<file path="config.mk">
export PLATFORM = sky130hd
export DESIGN_NAME = saturating_fixed_point_alu
export DESIGN_NICKNAME = d
export VERILOG_FILES = /design/src/rtl/sfa_pkg.sv /design/src/rtl/sfa_front.sv /design/src/rtl/sfa_back.sv /design/src/rtl/saturating_fixed_point_alu.sv
export SDC_FILE = /design/constraint.sdc
export NUM_CORES = 2
export LEC_CHECK = 0
export BUFFER_PORTS_ARGS = -buffer_cell sky130_fd_sc_hd__buf_2
export CAP_MARGIN = 10
export CELL_PAD_IN_SITES_DETAIL_PLACEMENT = 0
export CELL_PAD_IN_SITES_GLOBAL_PLACEMENT = 1
export CORE_AREA = 5 5 376 378
export CTS_CLUSTER_SIZE = 24
export DETAILED_ROUTE_END_ITERATION = 7
export DIE_AREA = 0 0 381 383
export PLACE_DENSITY = 0.84
export SKIP_CTS_REPAIR_TIMING = 1
export SLEW_MARGIN = 20
export SYNTH_ARGS = -nofsm -noshare
export SYNTH_HDL_FRONTEND = slang
export SYNTH_SLANG_ARGS = --single-unit
</file>
<file path="constraint.sdc">
create_clock -name clk_i -period 11.15 [get_ports clk_i]
set_input_delay 2.23 -clock clk_i [delete_from_list [all_inputs] [get_ports clk_i]]
set_output_delay 2.23 -clock clk_i [all_outputs]
set_load 0.01 [all_outputs]
</file>
<file path="src/rtl/sfa_pkg.sv">
package sfa_pkg;

  localparam logic [1:0] OP_ADD = 2'd0;
  localparam logic [1:0] OP_SUB = 2'd1;
  localparam logic [1:0] OP_MUL = 2'd2;
  localparam logic [1:0] OP_DIV = 2'd3;

  localparam logic [2:0] ST_OK      = 3'd0;
  localparam logic [2:0] ST_POS_OVF = 3'd1;
  localparam logic [2:0] ST_NEG_OVF = 3'd2;
  localparam logic [2:0] ST_DIV_ZERO = 3'd3;
  localparam logic [2:0] ST_MIN_DIV = 3'd4;

  // Class decided by the front end for each beat.
  typedef enum logic [1:0] {
    CLS_ADDSUB  = 2'd0,
    CLS_MUL     = 2'd1,
    CLS_DIV     = 2'd2,
    CLS_SPECIAL = 2'd3
  } cls_e;

endpackage

</file>
<file path="src/rtl/sfa_front.sv">
module sfa_front
  import sfa_pkg::*;
#(
  parameter int WIDTH = 32
) (
  input  logic             clk_i,
  input  logic             rst_ni,
  input  logic             in_valid_i,
  output logic             in_stall_o,
  input  logic [1:0]       op_i,
  input  logic [WIDTH-1:0] a_i,
  input  logic [WIDTH-1:0] b_i,
  output logic             q_valid_o,
  input  logic             q_stall_i,
  output logic [1:0]       q_op_o,
  output cls_e             q_cls_o,
  output logic [WIDTH-1:0] q_a_o,
  output logic [WIDTH-1:0] q_b_o,
  output logic [WIDTH-1:0] q_val_o,
  output logic [2:0]       q_st_o
);

  localparam int Depth = 2;

  logic [1:0]       op_q   [Depth];
  cls_e             cls_q  [Depth];
  logic [WIDTH-1:0] a_q    [Depth];
  logic [WIDTH-1:0] b_q    [Depth];
  logic [WIDTH-1:0] val_q  [Depth];
  logic [2:0]       st_q   [Depth];
  logic             wp_q, rp_q;
  logic [1:0]       cnt_q;

  logic             push, pop;
  cls_e             cls_d;
  logic [WIDTH-1:0] val_d;
  logic [2:0]       st_d;
  logic [WIDTH-1:0] max_v, min_v;

  assign max_v = {1'b0, {(WIDTH-1){1'b1}}};
  assign min_v = {1'b1, {(WIDTH-1){1'b0}}};

  // Divide special cases are resolved here and skip the divider entirely.
  always_comb begin
    val_d = '0;
    st_d  = ST_OK;
    case (op_i)
      OP_MUL:  cls_d = CLS_MUL;
      OP_DIV: begin
        cls_d = CLS_DIV;
        if (b_i == '0) begin
          cls_d = CLS_SPECIAL;
          st_d  = ST_DIV_ZERO;
          val_d = (!a_i[WIDTH-1] && a_i != '0) ? max_v : min_v;
        end else if (a_i == min_v && b_i == '1) begin
          cls_d = CLS_SPECIAL;
          st_d  = ST_MIN_DIV;
          val_d = max_v;
        end
      end
      default: cls_d = CLS_ADDSUB;
    endcase
  end

  assign in_stall_o = (cnt_q == 2'(Depth));
  assign push       = in_valid_i && !in_stall_o;
  assign q_valid_o  = (cnt_q != '0);
  assign pop        = q_valid_o && !q_stall_i;

  always_ff @(posedge clk_i) begin
    if (push) begin
      op_q[wp_q]  <= op_i;
      cls_q[wp_q] <= cls_d;
      a_q[wp_q]   <= a_i;
      b_q[wp_q]   <= b_i;
      val_q[wp_q] <= val_d;
      st_q[wp_q]  <= st_d;
    end
  end

  always_ff @(posedge clk_i or negedge rst_ni) begin
    if (!rst_ni) begin
      wp_q  <= 1'b0;
      rp_q  <= 1'b0;
      cnt_q <= '0;
    end else begin
      if (push) wp_q <= ~wp_q;
      if (pop) rp_q <= ~rp_q;
      cnt_q <= cnt_q + 2'(push) - 2'(pop);
    end
  end

  assign q_op_o  = op_q[rp_q];
  assign q_cls_o = cls_q[rp_q];
  assign q_a_o   = a_q[rp_q];
  assign q_b_o   = b_q[rp_q];
  assign q_val_o = val_q[rp_q];
  assign q_st_o  = st_q[rp_q];

endmodule

</file>
<file path="src/rtl/sfa_back.sv">
module sfa_back
  import sfa_pkg::*;
#(
  parameter int WIDTH     = 32,
  parameter int FRAC_BITS = 16
) (
  input  logic             clk_i,
  input  logic             rst_ni,
  input  logic             q_valid_i,
  output logic             q_stall_o,
  input  logic [1:0]       q_op_i,
  input  cls_e             q_cls_i,
  input  logic [WIDTH-1:0] q_a_i,
  input  logic [WIDTH-1:0] q_b_i,
  input  logic [WIDTH-1:0] q_val_i,
  input  logic [2:0]       q_st_i,
  output logic             out_valid_o,
  input  logic             out_stall_i,
  output logic [WIDTH-1:0] value_o,
  output logic [2:0]       status_o
);

  localparam int NumW = WIDTH + FRAC_BITS;
  localparam int CntW = $clog2(NumW + 1);
  localparam int PW   = 2 * WIDTH;

  // Busy sequencer for multiply (partial products) and divide (one bit a cycle).
  localparam logic [1:0] S_IDLE = 2'd0;
  localparam logic [1:0] S_MUL  = 2'd1;
  localparam logic [1:0] S_DIV  = 2'd2;

  localparam int HW = (WIDTH + 1) / 2;

  logic [1:0]       state_q;
  logic             neg_q;
  logic [WIDTH-1:0] ma_q, mb_q;
  logic [PW-1:0]    prod_q;
  logic             mphase_q;
  logic [NumW-1:0]  num_q;
  logic [NumW-1:0]  quo_q;
  logic [WIDTH:0]   rem_q;
  logic [CntW-1:0]  cnt_q;

  logic             ov_q;
  logic [WIDTH-1:0] value_q;
  logic [2:0]       status_q;

  logic             take, done_ready;
  logic [WIDTH-1:0] ma_d, mb_d, max_v, min_v;
  logic [WIDTH:0]   rem_sh, rem_sub;
  logic [PW-1:0]    pp;
  logic [WIDTH-1:0] res_v;
  logic [2:0]       res_s;
  logic             fin;
  logic [WIDTH:0]   sum_w;
  logic             sum_ovf;

  assign max_v = {1'b0, {(WIDTH-1){1'b1}}};
  assign min_v = {1'b1, {(WIDTH-1){1'b0}}};
  assign ma_d  = q_a_i[WIDTH-1] ? (~q_a_i + 1'b1) : q_a_i;
  assign mb_d  = q_b_i[WIDTH-1] ? (~q_b_i + 1'b1) : q_b_i;

  assign done_ready = !ov_q || !out_stall_i;
  assign take       = q_valid_i && state_q == S_IDLE && done_ready;
  assign q_stall_o  = !(state_q == S_IDLE && done_ready);

  // One half-width partial product per cycle keeps each multiplier narrow.
  // The operands are widened first so that the product keeps all its bits.
  always_comb begin
    if (!mphase_q)
      pp = PW'(ma_q) * PW'(mb_q[HW-1:0]);
    else
      pp = (PW'(ma_q) * PW'(mb_q >> HW)) << HW;
  end

  assign rem_sh  = {rem_q[WIDTH-1:0], num_q[NumW-1]};
  assign rem_sub = rem_sh - {1'b0, mb_q};

  // Saturation of a sign-magnitude result, shared by multiply and divide.
  function automatic void sat_mag(input logic neg, input logic [PW+NumW-1:0] mag,
                                  input logic [WIDTH-1:0] mx,
                                  output logic [WIDTH-1:0] v, output logic [2:0] s);
    logic [PW+NumW-1:0] lim;
    lim = (PW+NumW)'(mx);
    v   = '0;
    s   = ST_OK;
    if (!neg) begin
      if (mag <= lim) v = mag[WIDTH-1:0];
      else begin v = mx; s = ST_POS_OVF; end
    end else begin
      if (mag <= lim + 1'b1) v = ~mag[WIDTH-1:0] + 1'b1;
      else begin v = ~mx; s = ST_NEG_OVF; end
    end
  endfunction

  always_comb begin
    logic [PW-1:0]      full;
    logic [PW-1:0]      shr;
    logic               drop;
    logic [PW+NumW-1:0] mag;
    fin   = 1'b0;
    res_v = '0;
    res_s = ST_OK;
    full  = prod_q + pp;
    shr   = full >> FRAC_BITS;
    drop  = (FRAC_BITS == 0) ? 1'b0 : ((full & ((PW'(1) << FRAC_BITS) - 1'b1)) != '0);
    mag   = '0;
    if (state_q == S_MUL && mphase_q) begin
      fin = 1'b1;
      mag = (PW+NumW)'(shr) + (PW+NumW)'(neg_q && drop);
      sat_mag(neg_q, mag, max_v, res_v, res_s);
    end else if (state_q == S_DIV && cnt_q == CntW'(1)) begin
      fin = 1'b1;
      mag = (PW+NumW)'({quo_q[NumW-2:0], !rem_sub[WIDTH]});
      sat_mag(neg_q, mag, max_v, res_v, res_s);
    end
  end

  always_comb begin
    logic [WIDTH-1:0] bb;
    bb      = (q_op_i == OP_SUB) ? ~q_b_i : q_b_i;
    sum_w   = {q_a_i[WIDTH-1], q_a_i} + {bb[WIDTH-1], bb} + (WIDTH+1)'(q_op_i == OP_SUB);
    sum_ovf = sum_w[WIDTH] != sum_w[WIDTH-1];
  end

  always_ff @(posedge clk_i) begin
    if (take) begin
      neg_q    <= q_a_i[WIDTH-1] ^ q_b_i[WIDTH-1];
      ma_q     <= ma_d;
      mb_q     <= mb_d;
      prod_q   <= '0;
      mphase_q <= 1'b0;
      num_q    <= {ma_d, {FRAC_BITS{1'b0}}};
      quo_q    <= '0;
      rem_q    <= '0;
      cnt_q    <= CntW'(NumW);
    end else if (state_q == S_MUL) begin
      prod_q   <= prod_q + pp;
      mphase_q <= 1'b1;
    end else if (state_q == S_DIV) begin
      num_q <= num_q << 1;
      quo_q <= {quo_q[NumW-2:0], !rem_sub[WIDTH]};
      rem_q <= rem_sub[WIDTH] ? rem_sh : rem_sub;
      cnt_q <= cnt_q - CntW'(1);
    end
    if (take && (q_cls_i == CLS_ADDSUB || q_cls_i == CLS_SPECIAL)) begin
      if (q_cls_i == CLS_SPECIAL) begin
        value_q  <= q_val_i;
        status_q <= q_st_i;
      end else if (sum_ovf) begin
        value_q  <= sum_w[WIDTH] ? min_v : max_v;
        status_q <= sum_w[WIDTH] ? ST_NEG_OVF : ST_POS_OVF;
      end else begin
        value_q  <= sum_w[WIDTH-1:0];
        status_q <= ST_OK;
      end
    end else if (fin) begin
      value_q  <= res_v;
      status_q <= res_s;
    end
  end

  always_ff @(posedge clk_i or negedge rst_ni) begin
    if (!rst_ni) begin
      state_q <= S_IDLE;
      ov_q    <= 1'b0;
    end else begin
      if (ov_q && !out_stall_i) ov_q <= 1'b0;
      if (take) begin
        case (q_cls_i)
          CLS_MUL: state_q <= S_MUL;
          CLS_DIV: state_q <= S_DIV;
          default: ov_q <= 1'b1;
        endcase
      end else if (fin) begin
        state_q <= S_IDLE;
        ov_q    <= 1'b1;
      end
    end
  end

  assign out_valid_o = ov_q;
  assign value_o     = value_q;
  assign status_o    = status_q;

endmodule

</file>
<file path="src/rtl/saturating_fixed_point_alu.sv">
// Saturating signed fixed-point ALU: add, subtract, multiply, divide on WIDTH-bit
// words with FRAC_BITS fraction bits; out-of-range results clamp to max or min
// with a status code. Add, subtract and divide special cases are finished as soon
// as the back end takes them and run back to back unless the output is stalled.
// Multiply occupies the back end for two half-width partial products, divide for
// a one-bit-a-cycle restoring divider that forms WIDTH+FRAC_BITS quotient bits.
// Every beat is registered in the queue, and the back end registers its result
// before it is offered at the output. A two-entry queue after the classifying front
// end lets new beats enter while the execution back end is busy.
module saturating_fixed_point_alu
  import sfa_pkg::*;
#(
  parameter int WIDTH     = 32,
  parameter int FRAC_BITS = 16
) (
  input  logic             clk_i,
  input  logic             rst_ni,
  input  logic             in_valid_i,
  output logic             in_stall_o,
  input  logic [1:0]       op_i,
  input  logic [WIDTH-1:0] operand_a_i,
  input  logic [WIDTH-1:0] operand_b_i,
  output logic             out_valid_o,
  input  logic             out_stall_i,
  output logic [WIDTH-1:0] value_o,
  output logic [2:0]       status_o
);

  logic             q_valid, q_stall;
  logic [1:0]       q_op;
  cls_e             q_cls;
  logic [WIDTH-1:0] q_a, q_b, q_val;
  logic [2:0]       q_st;

  sfa_front #(.WIDTH(WIDTH)) u_front (
    .clk_i, .rst_ni, .in_valid_i, .in_stall_o, .op_i,
    .a_i(operand_a_i), .b_i(operand_b_i),
    .q_valid_o(q_valid), .q_stall_i(q_stall), .q_op_o(q_op), .q_cls_o(q_cls),
    .q_a_o(q_a), .q_b_o(q_b), .q_val_o(q_val), .q_st_o(q_st)
  );

  sfa_back #(.WIDTH(WIDTH), .FRAC_BITS(FRAC_BITS)) u_back (
    .clk_i, .rst_ni,
    .q_valid_i(q_valid), .q_stall_o(q_stall), .q_op_i(q_op), .q_cls_i(q_cls),
    .q_a_i(q_a), .q_b_i(q_b), .q_val_i(q_val), .q_st_i(q_st),
    .out_valid_o, .out_stall_i, .value_o, .status_o
  );

endmodule

</file>
==> flow_summary.ini <==
[run_status]
run_status = finished with violations
violations = setup timing

[power_and_ir_drop]
ir_drop_v = 0.0003339
leakagePower_nw = 34.17
powerDensity_nw_per_um2 = 71.93
clkPwrFrac_pct = 36.4
switchingPower_mw = 1.849
pwr-share-comb_pct = 27.5
cell_internal_pwr_mw = 3.422
seqPwrFrac_pct = 36.1
swShare_pct = 35.08

[logic_synthesis]
synth-main-ff-cell = edfxtp_1
synth_edf_count = 276
yosysWarningCount = 0
syn-num-nets = 8426
mappedNetlistArea_um2 = 61430
synth-async-reset-ratio_pct = 1.617
synth_top_area_cell = fa_1
synth_cell_type_count = 119
ys_ff_latch = 433
synthTopCellsByArea = fa_1 27%, edfxtp_1 13%, ha_1 7.8%, nand2_1 7.7%, inv_1 6.3%
synthCells = 7133
ys_seq_area_share_pct = 18.67
yosysTopAreaCellShare_pct = 27.34
syn_avg_cell_area_um2 = 8.611

[sta]
finalCritPeriodShare_pct = 104.5
fin_tns_setup_ps = -14280
skew_ps = 62.72
rsz0062_at_grt = true
max_slew_margin_pct = 27.60
finalHoldViolations = 0
worst_slew_pin_slew_ps = 1078
layout_setup_ws_ps = -502.7
finalSetupViolCount = 34
period_minus_slack_ps = 11650
drv_slew = 0
clock.fmax_ghz = 0.08582

[global_route]
grt_usage_pct = 27.26
antenna_found_initial = 5
grt_pass1_wl_mm = 311.5
grt_pass1_vias = 53949
grt_overflow = 0
grt_max_degree = 93

[placed_design]
routabilityCongestion = 0.9708
dpl-instance-area_um2 = 70070
port_buffers = 106
preCtsSetupSlack_ps = -752.0
dp_hpwl_mm = 165.0

[die]
fp.dieH_um = 383
row_count = 136
dieWidth_um = 381
core_um2 = 137200
start_util_pct = 44.79
dieArea_um2 = 145900
io_pins = 107

[route]
antenna_left = 0
drt_iter0_drc = 4040
avgRoutedWirePerCell_um = 20.97
drc = 0
wl_mm = 203.4
drt_pre_antenna_iters = 6
vias = 53838
viasPerCell = 5.550

[clock_network]
clk_pin_slew_ps = 70
cts_buffers = 54
clockBufferDepth = 3
htreeDepth = 2
cts.sinks = 433
cts-root-buf = clkbuf_16
cts_tree = built
clk_latency_ps = 690

[critical_path]
cp_slowest_cell = a2111o_1
path_class = reg -> reg
crit_path_max_fanout = 8
cp.required_ps = 11670
max_stage_delay_ps = 550
worstSetupStartpoint = u_back.mb_q[6]
arrival_ps = 12170
cp-end-kind = register
r2r_start = u_back.mb_q[6]
crit_path_start_kind = register

[worst_hold_path]
hold_path_class = reg -> reg
hold_start = u_back.prod_q[45]

[finish]
final_area_um2 = 73280
syn2layout_area_growth_pct = 19.30
fillerInstances = 12571
drive_gt1_share_pct = 18.15
finalNetCount = 9152

[run]
max_cap_viol_count = 0
final cells by class:
cell class                      count  area (µm²)  share of cell area (%)
Inverter                         1030        3869                   5.279
Multi-Input combinational cell   5291       45550                   62.16
Antenna cell                        1       2.502                0.003415
Sequential cell                   433       11470                   15.65
Timing Repair Buffer             1049        8209                   11.20
Clock buffer                       64        1450                   1.979
Clock inverter                     38       483.0                  0.6590
Tap cell                         1794        2245                   3.063
per-stage QoR:
stage | power, mW | hold slack (ps) | cells | util (%)
final | 5.271 | 459.4 | 9700 | 53.43
after global routing | 5.474 | 478.3 | 9699 | 53.43
after CTS | 5.284 | 461.1 | 9660 | 52.50
after detailed placement | 3.357 | 454.7 | 9558 | 51.09
after global placement | 3.335 | 445.0 | 9558 | 51.09
after floorplan | 2.832 | 436.5 | 7133 | -
cells in the final DEF (no fill, tap or decap), drive strengths merged, types with 22 or more instances in the layout:
cell type,count
mux2i,69
nand2b,42
fa,839
xnor2,215
nand4,64
a21o,84
nand3,118
nor3,113
mux2,22
o21ai,214
dfxtp,150
nand2,1258
nor2,299
o21a,32
o31ai,23
and2,387
o21bai,32
buf,1047
clkbuf,66
edfxtp,276
nor2b,27
a21oi,409
a31oi,60
or3,40
inv,1038
nor4,61
a211oi,60
o211ai,32
and3,43
ha,384
xor2,90
critical path: cells and delay by family (launching register included):
family                     cells  cell delay, ps
adders and majority gates      8            3520
xor gates and xnor gates       2             200
buffers and inverters          9            1150
DFF                            1             480
and+or+nand+nor               11            3090
AOI/OAI and AO/OA             14            3050
sequential cells by signal, indices dropped and copies added (netlist names), 2 cells and up:
signal and count:
u_back.quo_q 47, u_front.val_q 4, u_back.num_q 32, u_back.value_o 32
u_front.a_q 64, u_back.rem_q 32, u_back.cnt_q 6, u_front.op_q 4
u_back.state_q 2, u_back.ma_q 32, u_back.status_o 3, u_front.b_q 64
u_back.prod_q 64, u_front.cls_q 4, u_front.st_q 4, u_back.mb_q 32
u_front.cnt_q 2
per-layer routing:
| metal | up-vias | GRT usage [%] | wire length, µm |
|---|---|---|---|
| met5 | - | 0 | 41 |
| met4 | 6 | 13.00 | 11730 |
| met3 | 474 | 5.986 | 17700 |
| met2 | 2129 | 43.68 | 92880 |
| met1 | 26518 | 35.27 | 81010 |
| li1 | 24711 | - | - |
worst paths after layout:
| kind | depth (start not counted) | to | slack [ps] |
|---|---|---|---|
| setup / recovery | 44 | u_back.value_o[2] | -500 |
| setup reg to reg | 44 | u_back.value_o[2] | -500 |
| max in group asynchronous | 1 | u_front.rp_q | 9540 |
| hold / removal | 2 | u_back.prod_q[45] | 460 |
| hold reg to reg | 2 | u_back.prod_q[45] | 460 |
| min in group asynchronous | 1 | u_back.out_valid_o | 1400 |
power groups by stage:
stage / registers (mW) / clock network, mW / logic, mW
floorplan: 1.94 / 0 / 0.897
global placement: 1.93 / 0 / 1.40
detailed placement: 1.94 / 0 / 1.42
CTS: 1.91 / 1.96 / 1.42
global route: 1.91 / 2.02 / 1.54
finish: 1.90 / 1.92 / 1.45
kinds of logic after synthesis:
logic type | Yosys count | share of synthesized area, %
simple gates | 2528 | 19.42
buf+inv | 1409 | 8.726
fa+ha+maj | 1223 | 35.17
compound gates | 1143 | 12.04
flops | 433 | 18.67
xor+xnor | 306 | 4.453
mux | 91 | 1.528
cells in the mapped netlist (all sizes together) (69+ instances only):
library cell	instances
o21ai	214
nor3	113
xor2	90
nand3	118
fa	839
nand2	1258
a21oi	409
mux2i	69
xnor2	215
a21o	84
and2	387
ha	384
dfxtp	150
inv	1030
edfxtp	276
clkbuf	324
nor2	299
No activity file was read; power rests on OpenSTA's default activity.
